**config.mk**
```make
export PLATFORM = sky130hd
export DESIGN_NAME = srv_back
export DESIGN_NICKNAME = d
export VERILOG_FILES = /design/src/hdl/srv_pkg.sv /design/src/hdl/srv_back.sv
export SDC_FILE = /design/constraint.sdc
export NUM_CORES = 2
export LEC_CHECK = 0
export ABC_AREA = 1
export BUFFER_PORTS_ARGS = -buffer_cell sky130_fd_sc_hd__buf_2
export CAP_MARGIN = 10
export CORE_MARGIN = 2
export CORE_UTILIZATION = 60
export CTS_CLUSTER_DIAMETER = 60
export DETAILED_ROUTE_END_ITERATION = 16
export PLACE_DENSITY_LB_ADDON = 0.3
export REMOVE_ABC_BUFFERS = 1
export SYNTH_ARGS = -nofsm -noshare
export SYNTH_HDL_FRONTEND = slang
export SYNTH_SLANG_ARGS = --single-unit
```
**constraint.sdc**
```tcl
create_clock -name clk -period 9.8 [get_ports clk]
set_input_delay 2.94 -clock clk [delete_from_list [all_inputs] [get_ports clk]]
set_output_delay 2.94 -clock clk [all_outputs]
set_load 0.01 [all_outputs]
```
**src/hdl/srv_pkg.sv**
```systemverilog
`timescale 1ns / 1ps
`default_nettype none
// ----------------------------------------------------------------------------
// srv_pkg
// Shared widths, constants and types of the refraction pipeline.
// ----------------------------------------------------------------------------
package srv_pkg;
  localparam int FRAC      = 14;
  localparam int RFRAC     = 13;
  localparam int COMP_W    = 16;
  localparam int PERP_W    = 26;
  localparam int DIFF_W    = 54;
  localparam int ROOT_W    = 28;
  localparam int OUT_W     = 21;
  localparam int SQ_STEPS  = DIFF_W / 2;
  localparam int SQ_PER    = 3;
  localparam int SQ_STAGES = SQ_STEPS / SQ_PER;

  typedef logic signed [COMP_W-1:0] comp_t;
  typedef logic signed [PERP_W-1:0] perp_t;

  typedef struct packed {
    comp_t [2:0] n;
    perp_t [2:0] p;
  } carry_t;
endpackage
`default_nettype wire

```
**src/hdl/srv_back.sv**
```systemverilog
`timescale 1ns / 1ps
`default_nettype none
// ----------------------------------------------------------------------------
// srv_back
// Parallel part, final sum and saturation into the output register.
// ----------------------------------------------------------------------------
module srv_back (
  input  wire logic                      clk,
  input  wire logic                      rst,
  input  wire logic                      en,
  input  wire logic                      in_valid,
  input  wire logic [srv_pkg::ROOT_W-1:0] root,
  input  wire srv_pkg::carry_t           carry,
  output logic                           out_valid,
  output logic [3*srv_pkg::OUT_W-1:0]    result,
  output logic                           clipped
);
  import srv_pkg::*;

  localparam logic signed [30:0] OMAX = 31'sd1048575;
  localparam logic signed [30:0] OMIN = -31'sd1048576;

  logic v1;
  logic signed [44:0] pn1 [3];
  perp_t p1 [3];
  logic signed [30:0] r [3];
  logic [2:0] sat;
  logic [OUT_W-1:0] o [3];

  always_comb begin
    for (int i = 0; i < 3; i++) begin
      r[i] = 31'(p1[i]) - 31'((pn1[i] + 45'sd8192) >>> FRAC);
      sat[i] = (r[i] > OMAX) || (r[i] < OMIN);
      if (r[i] > OMAX) begin
        o[i] = OMAX[OUT_W-1:0];
      end else if (r[i] < OMIN) begin
        o[i] = OMIN[OUT_W-1:0];
      end else begin
        o[i] = r[i][OUT_W-1:0];
      end
    end
  end

  always_ff @(posedge clk) begin
    if (rst) begin
      v1 <= 1'b0;
      out_valid <= 1'b0;
    end else if (en) begin
      v1 <= in_valid;
      out_valid <= v1;
    end
  end

  always_ff @(posedge clk) begin
    if (en) begin
      for (int i = 0; i < 3; i++) begin
        pn1[i] <= $signed({1'b0, root}) * carry.n[i];
        p1[i]  <= carry.p[i];
      end
      result  <= {o[2], o[1], o[0]};
      clipped <= |sat;
    end
  end
endmodule
`default_nettype wire
```
==> metrics <==
RSZ-0062 raised after global routing=false; Max Root-Sink Buffers=3; final-report hold violation count=0; die width=approximately 330 um; number of top-level design ports=223; height of the die=around 330 um; clock tree sinks=between 200 and 250; Hold/Removal Path Class=reg -> reg; most area-hungry cell type in the Yosys netlist=fa_1; Setup Slack @ Placement=between 0.4 and 0.5 ns; final worst slack=roughly 0.9 ns; num rows=around 120; ratio of cells with drive above 1 in the final layout=around 6.4%; top flip-flop cell by instance count after synthesis=edfxtp_1; final RePlAce weighted congestion=between 0.9 and 1; number of standard cells after synthesis=approximately 8200; most instantiated library cell after synthesis=inv_1; status=finished, final reports clean; cell area after technology mapping=around 0.062 mm2; worst path required time=approximately 10 ns; clock-pin slew on the worst setup and hold paths=around 0.08 ns; peak clock frequency supported by timing=between 100 and 150 MHz; number of antenna violations at the first check in global routing=4; clock tree from TritonCTS=done; Post-synth EDFFs=~240; endpoint of the lowest-slack register-to-register path=result[56]; Worst slew margin=32.27%; Final Skew=around 0.015 ns; period utilization=roughly nine tenths; layout-stage area growth over the synthesis result=5.766%; Via Count=roughly 52000; post-route antenna net violation count=0; buffer cell driving the clock tree root=clkbuf_16; share of flip-flops with an asynchronous set or reset=0%; number of fill cells in the layout=9110; starting utilization of the core area=between 60% and 70%; quantity of hold-fixing buffers added after cts=0; sequential fraction of the synthesis area=11.50%; final routed wirelength across all metal layers=between 150000 and 200000 um; aggregate global routing overflow=0; number of global-route vias before repair=~54000; launching element of the worst setup path=root[13]; startpoint kind of the worst setup timing path=input pin; endpoint kind of the worst setup timing path=register; most common library cells after synthesis=inv_1, nand2_1, fa_1, ha_1, nor2_1; number of input and output port buffers inserted=approximately 220; htree depth=1; Critical Setup Path Class=in -> reg; Reg2Reg Depth=20; launch point of the worst reg-to-reg path=pn1[0][103]; slew at the pin closest to its max-slew limit=approximately 1.0 ns; GR Util All Layers=34.31%; Final min period=just under 9 ns; DIE AREA=0.1068 mm2; Core Util, Final=63.96%; combined area of the multi-input logic cells=between 0.04 and 0.05 mm2; end of the critical path=pn1[0][83]; CP max FO=24; wire length of the first global-routing pass=between 200000 and 300000 um; core footprint=slightly above 0.1 mm2; clock latency on the worst-skew pair=0.55 ns; Final Max Tran Viols=0; routed vias/inst=around 5.3; Post-CTS Setup Inserts=0; fraction of post-synthesis cell area in the top cell type by area=roughly a third; synthesized flop and latch total=240; launch instance of the worst min-delay path=v1; Post-Syn Area per Cell=between 7 and 8 um2; maximum number of pins on one net before global-route repair=about 160; number of unique standard cell types used by synthesis=65; number of optimization iterations in the first detailed-route pass=6; violation count after the first detailed-routing iteration=around 4700; post-detailed-placement half-perimeter wirelength=between 100000 and 150000 um; number of gates resized after CTS=0; MaxCap Viol Count=0; dominant cells by area after synthesis=fa_1, inv_1, nand2_1; register-to-register setup slack=4.62 ns; crit path DAT=9.28 ns; FF/Latch Area=0.007187 mm2; number of nets at the end of the flow=a little over 10000; setup violation total in the final timing report=0; total CTS buffers=23; number of warnings issued by yosys=0; post-route DRC violation count=0; Routed WL per cell=18.52 um; TNS Setup=0 ns
## registers in the layout, indices dropped and copies added, names as in the netlist
name / flops
v1: 1
out_valid: 1
result: 63
p1: 78
pn1: 96
clipped: 1
## per-layer routing
metal | vias to the layer above | share of wire (%) | GRT usage (%)
li1 | 24057 | - | -
met1 | 24850 | 42 | 49.29
met2 | 2625 | 43 | 52.45
met3 | 341 | 11 | 7.348
met4 | 2 | 3.4 | 10.19
met5 | - | 0.0095 | 0
## metrics by stage
stage | hold slack [ns] | instance area [um2] | std cells
4_1_cts | 0.4552 | 66090 | 9696
3_5_place_dp | 0.4471 | 65330 | 9655
2_1_floorplan | 0.4303 | 61320 | 7920
3_3_place_gp | 0.4383 | 65330 | 9655
5_1_grt | 0.4782 | 66090 | 9696
6_report | 0.4573 | 66100 | 9699
## final cells by class
class	instances	share of cell area [%]
Antenna cell	3	0.01136
Clock buffer	26	0.8878
Clock inverter	15	0.2688
Inverter	2359	13.40
Multi-Input combinational cell	5321	68.49
Sequential cell	240	10.87
Tap cell	1380	2.612
Timing Repair Buffer	355	3.453
## worst min path at each step
stage                      to  slack [ns]  cells past startpoint
floorplan           out_valid        0.43                      2
global placement    out_valid        0.44                      2
detailed placement  out_valid        0.45                      2
CTS                 out_valid        0.46                      2
global route        out_valid        0.48                      2
finish              out_valid        0.46                      2
## cells in the final DEF (no fill, tap or decap), drive strengths merged, types with 8 or more instances in the layout
cell / instances
a31oi: 48
xor2: 139
nand3: 135
buf: 355
fa: 1086
a21oi: 261
nand4: 57
o21a: 21
nand2: 2195
ha: 522
a21o: 8
inv: 2362
or2: 9
clkbuf: 26
edfxtp: 238
xnor2: 93
nor3: 59
nor2: 442
o21ai: 164
o21bai: 22
nor4: 12
## worst max-delay path, cell delays in order
cell,delay (ns)
buf_2,0.57
buf_4,0.26
nand2_1,0.08
fa_1,0.55
inv_1,0.05
fa_1,0.49
fa_1,0.48
fa_1,0.50
fa_1,0.50
inv_1,0.06
fa_1,0.62
inv_1,0.08
ha_1,0.38
nand2_1,0.13
nor2_1,0.24
nand2_1,0.13
nor4b_1,0.29
nand2_1,0.09
o211ai_1,0.19
a21oi_1,0.18
o21ai_1,0.21
xor2_1,0.22
## kinds of logic after synthesis
kind of cell	synth area share, %
buffers and inverters	16.06
XOR/XNOR	3.263
AND/OR/NAND/NOR	18.93
adder cells (fa/ha/maj)	45.24
flip-flops	11.50
AO/OA/AOI/OAI	5.015
Power is left out: the tool's default activity adds up to more than one toggle a clock period on the data nets, which glitch-free logic cannot reach.
