===== config.mk =====
export PLATFORM = sky130hd
export DESIGN_NAME = srv_sqrt
export DESIGN_NICKNAME = d
export VERILOG_FILES = /design/src/hdl/srv_pkg.sv /design/src/hdl/srv_sqrt.sv
export SDC_FILE = /design/constraint.sdc
export NUM_CORES = 2
export LEC_CHECK = 0
export BUFFER_PORTS_ARGS = -buffer_cell sky130_fd_sc_hd__buf_4
export CAP_MARGIN = 15
export CORE_ASPECT_RATIO = 0.7
export CORE_MARGIN = 1.5
export CORE_UTILIZATION = 43
export CTS_CLUSTER_DIAMETER = 120
export DETAILED_ROUTE_END_ITERATION = 10
export SETUP_SLACK_MARGIN = 0.15
export SYNTH_ARGS = -nofsm -noshare
export SYNTH_HDL_FRONTEND = slang
export SYNTH_SLANG_ARGS = --single-unit

===== constraint.sdc =====
create_clock -name clk -period 12.8 [get_ports clk]
set_input_delay 2.56 -clock clk [delete_from_list [all_inputs] [get_ports clk]]
set_output_delay 2.56 -clock clk [all_outputs]
set_load 0.01 [all_outputs]

===== src/hdl/srv_pkg.sv =====
`timescale 1ns / 1ps
`default_nettype none
// ----------------------------------------------------------------------------
// srv_pkg
// Shared widths, constants and types of the refraction pipeline.
// ----------------------------------------------------------------------------
package srv_pkg;
  localparam int FRAC      = 14;
  localparam int RFRAC     = 13;
  localparam int COMP_W    = 16;
  localparam int PERP_W    = 26;
  localparam int DIFF_W    = 54;
  localparam int ROOT_W    = 28;
  localparam int OUT_W     = 21;
  localparam int SQ_STEPS  = DIFF_W / 2;
  localparam int SQ_PER    = 3;
  localparam int SQ_STAGES = SQ_STEPS / SQ_PER;

  typedef logic signed [COMP_W-1:0] comp_t;
  typedef logic signed [PERP_W-1:0] perp_t;

  typedef struct packed {
    comp_t [2:0] n;
    perp_t [2:0] p;
  } carry_t;
endpackage
`default_nettype wire


===== src/hdl/srv_sqrt.sv =====
`timescale 1ns / 1ps
`default_nettype none
// ----------------------------------------------------------------------------
// srv_sqrt
// Pipelined integer square root, three result bits per stage.
// ----------------------------------------------------------------------------
module srv_sqrt (
  input  wire logic                      clk,
  input  wire logic                      rst,
  input  wire logic                      en,
  input  wire logic                      in_valid,
  input  wire logic [srv_pkg::DIFF_W-1:0] diff,
  input  wire srv_pkg::carry_t           in_carry,
  output logic                           out_valid,
  output logic [srv_pkg::ROOT_W-1:0]     root,
  output srv_pkg::carry_t                out_carry
);
  import srv_pkg::*;

  localparam int W = DIFF_W + 1;

  logic [W-1:0] rem [SQ_STAGES+1];
  logic [W-1:0] res [SQ_STAGES+1];
  logic         vv  [SQ_STAGES+1];
  carry_t       cc  [SQ_STAGES+1];

  assign rem[0] = W'(diff);
  assign res[0] = '0;
  assign vv[0]  = in_valid;
  assign cc[0]  = in_carry;

  for (genvar j = 0; j < SQ_STAGES; j++) begin : g_stage
    logic [W-1:0] rn, sn;
    always_comb begin
      rn = rem[j];
      sn = res[j];
      for (int k = 0; k < SQ_PER; k++) begin
        if (rn >= sn + (W'(1) << (DIFF_W - 2 - 2 * (j * SQ_PER + k)))) begin
          rn = rn - (sn + (W'(1) << (DIFF_W - 2 - 2 * (j * SQ_PER + k))));
          sn = (sn >> 1) + (W'(1) << (DIFF_W - 2 - 2 * (j * SQ_PER + k)));
        end else begin
          sn = sn >> 1;
        end
      end
    end
    always_ff @(posedge clk) begin
      if (rst) begin
        vv[j+1] <= 1'b0;
      end else if (en) begin
        vv[j+1] <= vv[j];
      end
    end
    always_ff @(posedge clk) begin
      if (en) begin
        rem[j+1] <= rn;
        res[j+1] <= sn;
        cc[j+1]  <= cc[j];
      end
    end
  end

  assign out_valid = vv[SQ_STAGES];
  assign root      = res[SQ_STAGES][ROOT_W-1:0];
  assign out_carry = cc[SQ_STAGES];
endmodule
`default_nettype wire


==> metrics.txt <==
Root Driver=clkbuf_16; pins over their slew limit=0; Die Y=380 microns; grt ovf=0; CP most frequent cell=o21ai_0; worst skew pair latency=0.85 ns; vias in the first global route=54700; Core Region=0.202 sq mm; Sw Ratio=38.7%; Worst Max-Slew Pin Slew=1.27 ns; Combinational Power Share=42.4%; Setup TNS=0 ns; part of the power in registers=34.6%; routed len/inst=23.5 microns; drt pass-1 iters=8; clock buffer depth=4; CTS HTree Levels=4; vias after detailed routing=60200; clk slew on worst S/H paths=0.06 ns; Primary FF master, synth=edfxtp_1; global-route wire length before repair=359000 microns; buffers added on ports=337; GP Congestion=0.958; status=completed; Total GRT Usage=23.0%; Post-synth EDFFs=1709; drt total wl=244000 microns; Cell Int Power=13.4 mW; Clock Skew=0.0902 ns; Setup-failing EPs final=0; Hold WC Path Type=flip-flop to flip-flop; row count=138; setup bufs post-CTS=0; asr flop ratio synth=0%; top-count cell post-synth=edfxtp_1; Clock Sinks=1718; CP max-delay cell=a21oi_1; DRC Markers=0; critical path class=flip-flop to flip-flop; final hold violation count=0; Switching Power=8.47 mW; unrepaired setup endpoints after global routing=no; Area after DPL=0.0924 sq mm; crit path launch type=flip-flop; cells after synthesis=7277; area share of the largest cell type after synthesis=58.8%; design area=0.0980 sq mm; initial antenna violation count=20; largest net degree at the start of global routing=206; part of the power in the clock network=23.0%; Yosys reg bits=1718; nets=8177; proportion of layout cells with a drive suffix above 1=10.9%; Starting Density=43.2%; Synth warnings=0; post_cts resized=0; peak supply drop=0.151 mV; synth cell count leaders=1709 x edfxtp_1, 536 x nor2_1, 513 x a21oi_1, 500 x nand2_1, 409 x ha_1; P_leak=36.4 nW; initial DRC count=7169; area grow syn2layout=12.2%; dpl ws=1.12 ns; detailed placer's ending HPWL=189000 microns; IO Count=339; worst endpoint required time=13.34 ns; Min Hold Slack=0.340 ns; CTS Buf Count=177; critical path's largest stage delay=1.00 ns; ANT nets after route=0; total of max-cap violations=0; Vias per Instance=5.80; sequential fraction of the synthesis area=59.0%; largest area contributor in the netlist=edfxtp_1; Die ar.=0.206 sq mm; Rel. slew slack=14.6%; final worst slack=0.495 ns; width of the die=542 microns; Post-Syn Nets=7870; fin crit period=12.30 ns; TritonCTS clock tree=done; CP Data Arrival Time=12.84 ns; CTS Hold Bufs=0; Avg Inst Size Synth=12.0 sq um; Area contributors post-synth=edfxtp_1 59%, ha_1 5.9%, xnor2_1 3.7%, a21oi_1 2.9%, nor2_1 2.3%; Worst setup EP type=flip-flop; Yosys cell types=105; Post-Syn Area=0.0873 sq mm; Final Cycle Share=96.1%; Pwr Density=223 mW/mm^2; Max Fclk=81.3 MHz; CP max FO=40
## layer usage
layer  part of all wire (%)  wire length (microns)  global-route usage [%]  vias to the layer above
met5                  0.046                    111                       0                        -
met4                    1.4                   3310                    3.51                       14
met3                    9.9                  24000                    5.31                      248
met2                     34                  83800                    26.8                     2454
met1                     54                 132000                    41.2                    29400
li1                       -                      -                       -                    28100
## power by group through the flow
| stage | combinational, mW | clock (mW) | sequential, mW |
|---|---|---|---|
| floorplan | 6.50 | 0 | 7.37 |
| global placement | 8.94 | 0 | 7.66 |
| detailed placement | 8.96 | 0 | 7.67 |
| CTS | 9.02 | 5.19 | 7.56 |
| global route | 10.1 | 5.41 | 7.63 |
| finish | 9.29 | 5.03 | 7.58 |
## worst max-delay path: cells and delay by family, from the launching register on
kind / cells / cell delay (ns)
AO/OA/AOI/OAI: 19 / 6.48
buffers and inverters: 3 / 1.39
flip-flops: 1 / 0.71
adder cells (fa/ha/maj): 3 / 1.31
AND/OR/NAND/NOR: 10 / 2.08
## cells by family after synthesis
kind of cell	synth area share (%)
muxes	1.01
and+or+nand+nor	13.0
AOI/OAI and AO/OA	12.2
DFF	59.0
other	0.00429
xor gates and xnor gates	5.73
adders and majority gates	5.86
buffers and inverters	3.31
## sequential cells by signal, summed over array words and instances, names as in the netlist
name       count
out_valid      1
cc          1008
root          27
vv             8
res          108
out_carry    126
rem          440
## layout by cell type, fill, tap and decap left out, drive strengths merged, types with 21 or more instances in the layout
| master | netlist | routed |
|---|---|---|
| a2111oi | 29 | 29 |
| a211oi | 49 | 49 |
| a21boi | 21 | 21 |
| a21o | 197 | 197 |
| a21oi | 513 | 513 |
| a31oi | 59 | 59 |
| and2 | 40 | 40 |
| and3 | 62 | 62 |
| and4 | 23 | 23 |
| buf | 172 | 443 |
| clkbuf | 144 | 205 |
| clkinv | 4 | 71 |
| edfxtp | 1709 | 1709 |
| ha | 409 | 409 |
| inv | 302 | 309 |
| mux2 | 44 | 44 |
| mux2i | 39 | 39 |
| nand2 | 501 | 501 |
| nand2b | 86 | 86 |
| nand3 | 131 | 131 |
| nand3b | 27 | 27 |
| nand4 | 126 | 126 |
| nor2 | 536 | 536 |
| nor2b | 67 | 67 |
| nor3 | 187 | 187 |
| nor3b | 24 | 24 |
| nor4 | 162 | 162 |
| nor4b | 22 | 22 |
| o211ai | 43 | 43 |
| o21a | 65 | 65 |
| o21ai | 371 | 371 |
| o21bai | 33 | 33 |
| o31a | 23 | 23 |
| o31ai | 55 | 55 |
| or2 | 46 | 46 |
| or3 | 75 | 75 |
| or4 | 43 | 43 |
| xnor2 | 373 | 373 |
| xor2 | 198 | 198 |
## metrics by stage
step | std cells | util (%) | power, mW
floorplan | 7277 | - | 13.9
global placement | 10100 | 45.7 | 16.6
detailed placement | 10100 | 45.7 | 16.6
CTS | 10400 | 48.5 | 21.8
global route | 10400 | 48.5 | 23.1
finish | 10400 | 48.5 | 21.9
## area by class of cell
cell class | count | area, sq um
Sequential cell | 1718 | 51500
Clock buffer | 205 | 4580
Fill cell | 17900 | 104000
Inverter | 306 | 1150
Timing Repair Buffer | 444 | 3460
Clock inverter | 104 | 1000
Multi-Input combinational cell | 4937 | 33000
Antenna cell | 5 | 12.5
Tap cell | 2660 | 3330
## path summary, 6_finish.rpt
path	endpoint	cells after the start	slack, ns	startpoint
setup / recovery	root[0]	35	0.50	res[74]
hold / removal	cc[774]	0	0.34	cc[900]
setup reg to reg	root[0]	35	0.50	res[74]
hold reg to reg	cc[774]	0	0.34	cc[900]
(Power assumes the default switching activity.)
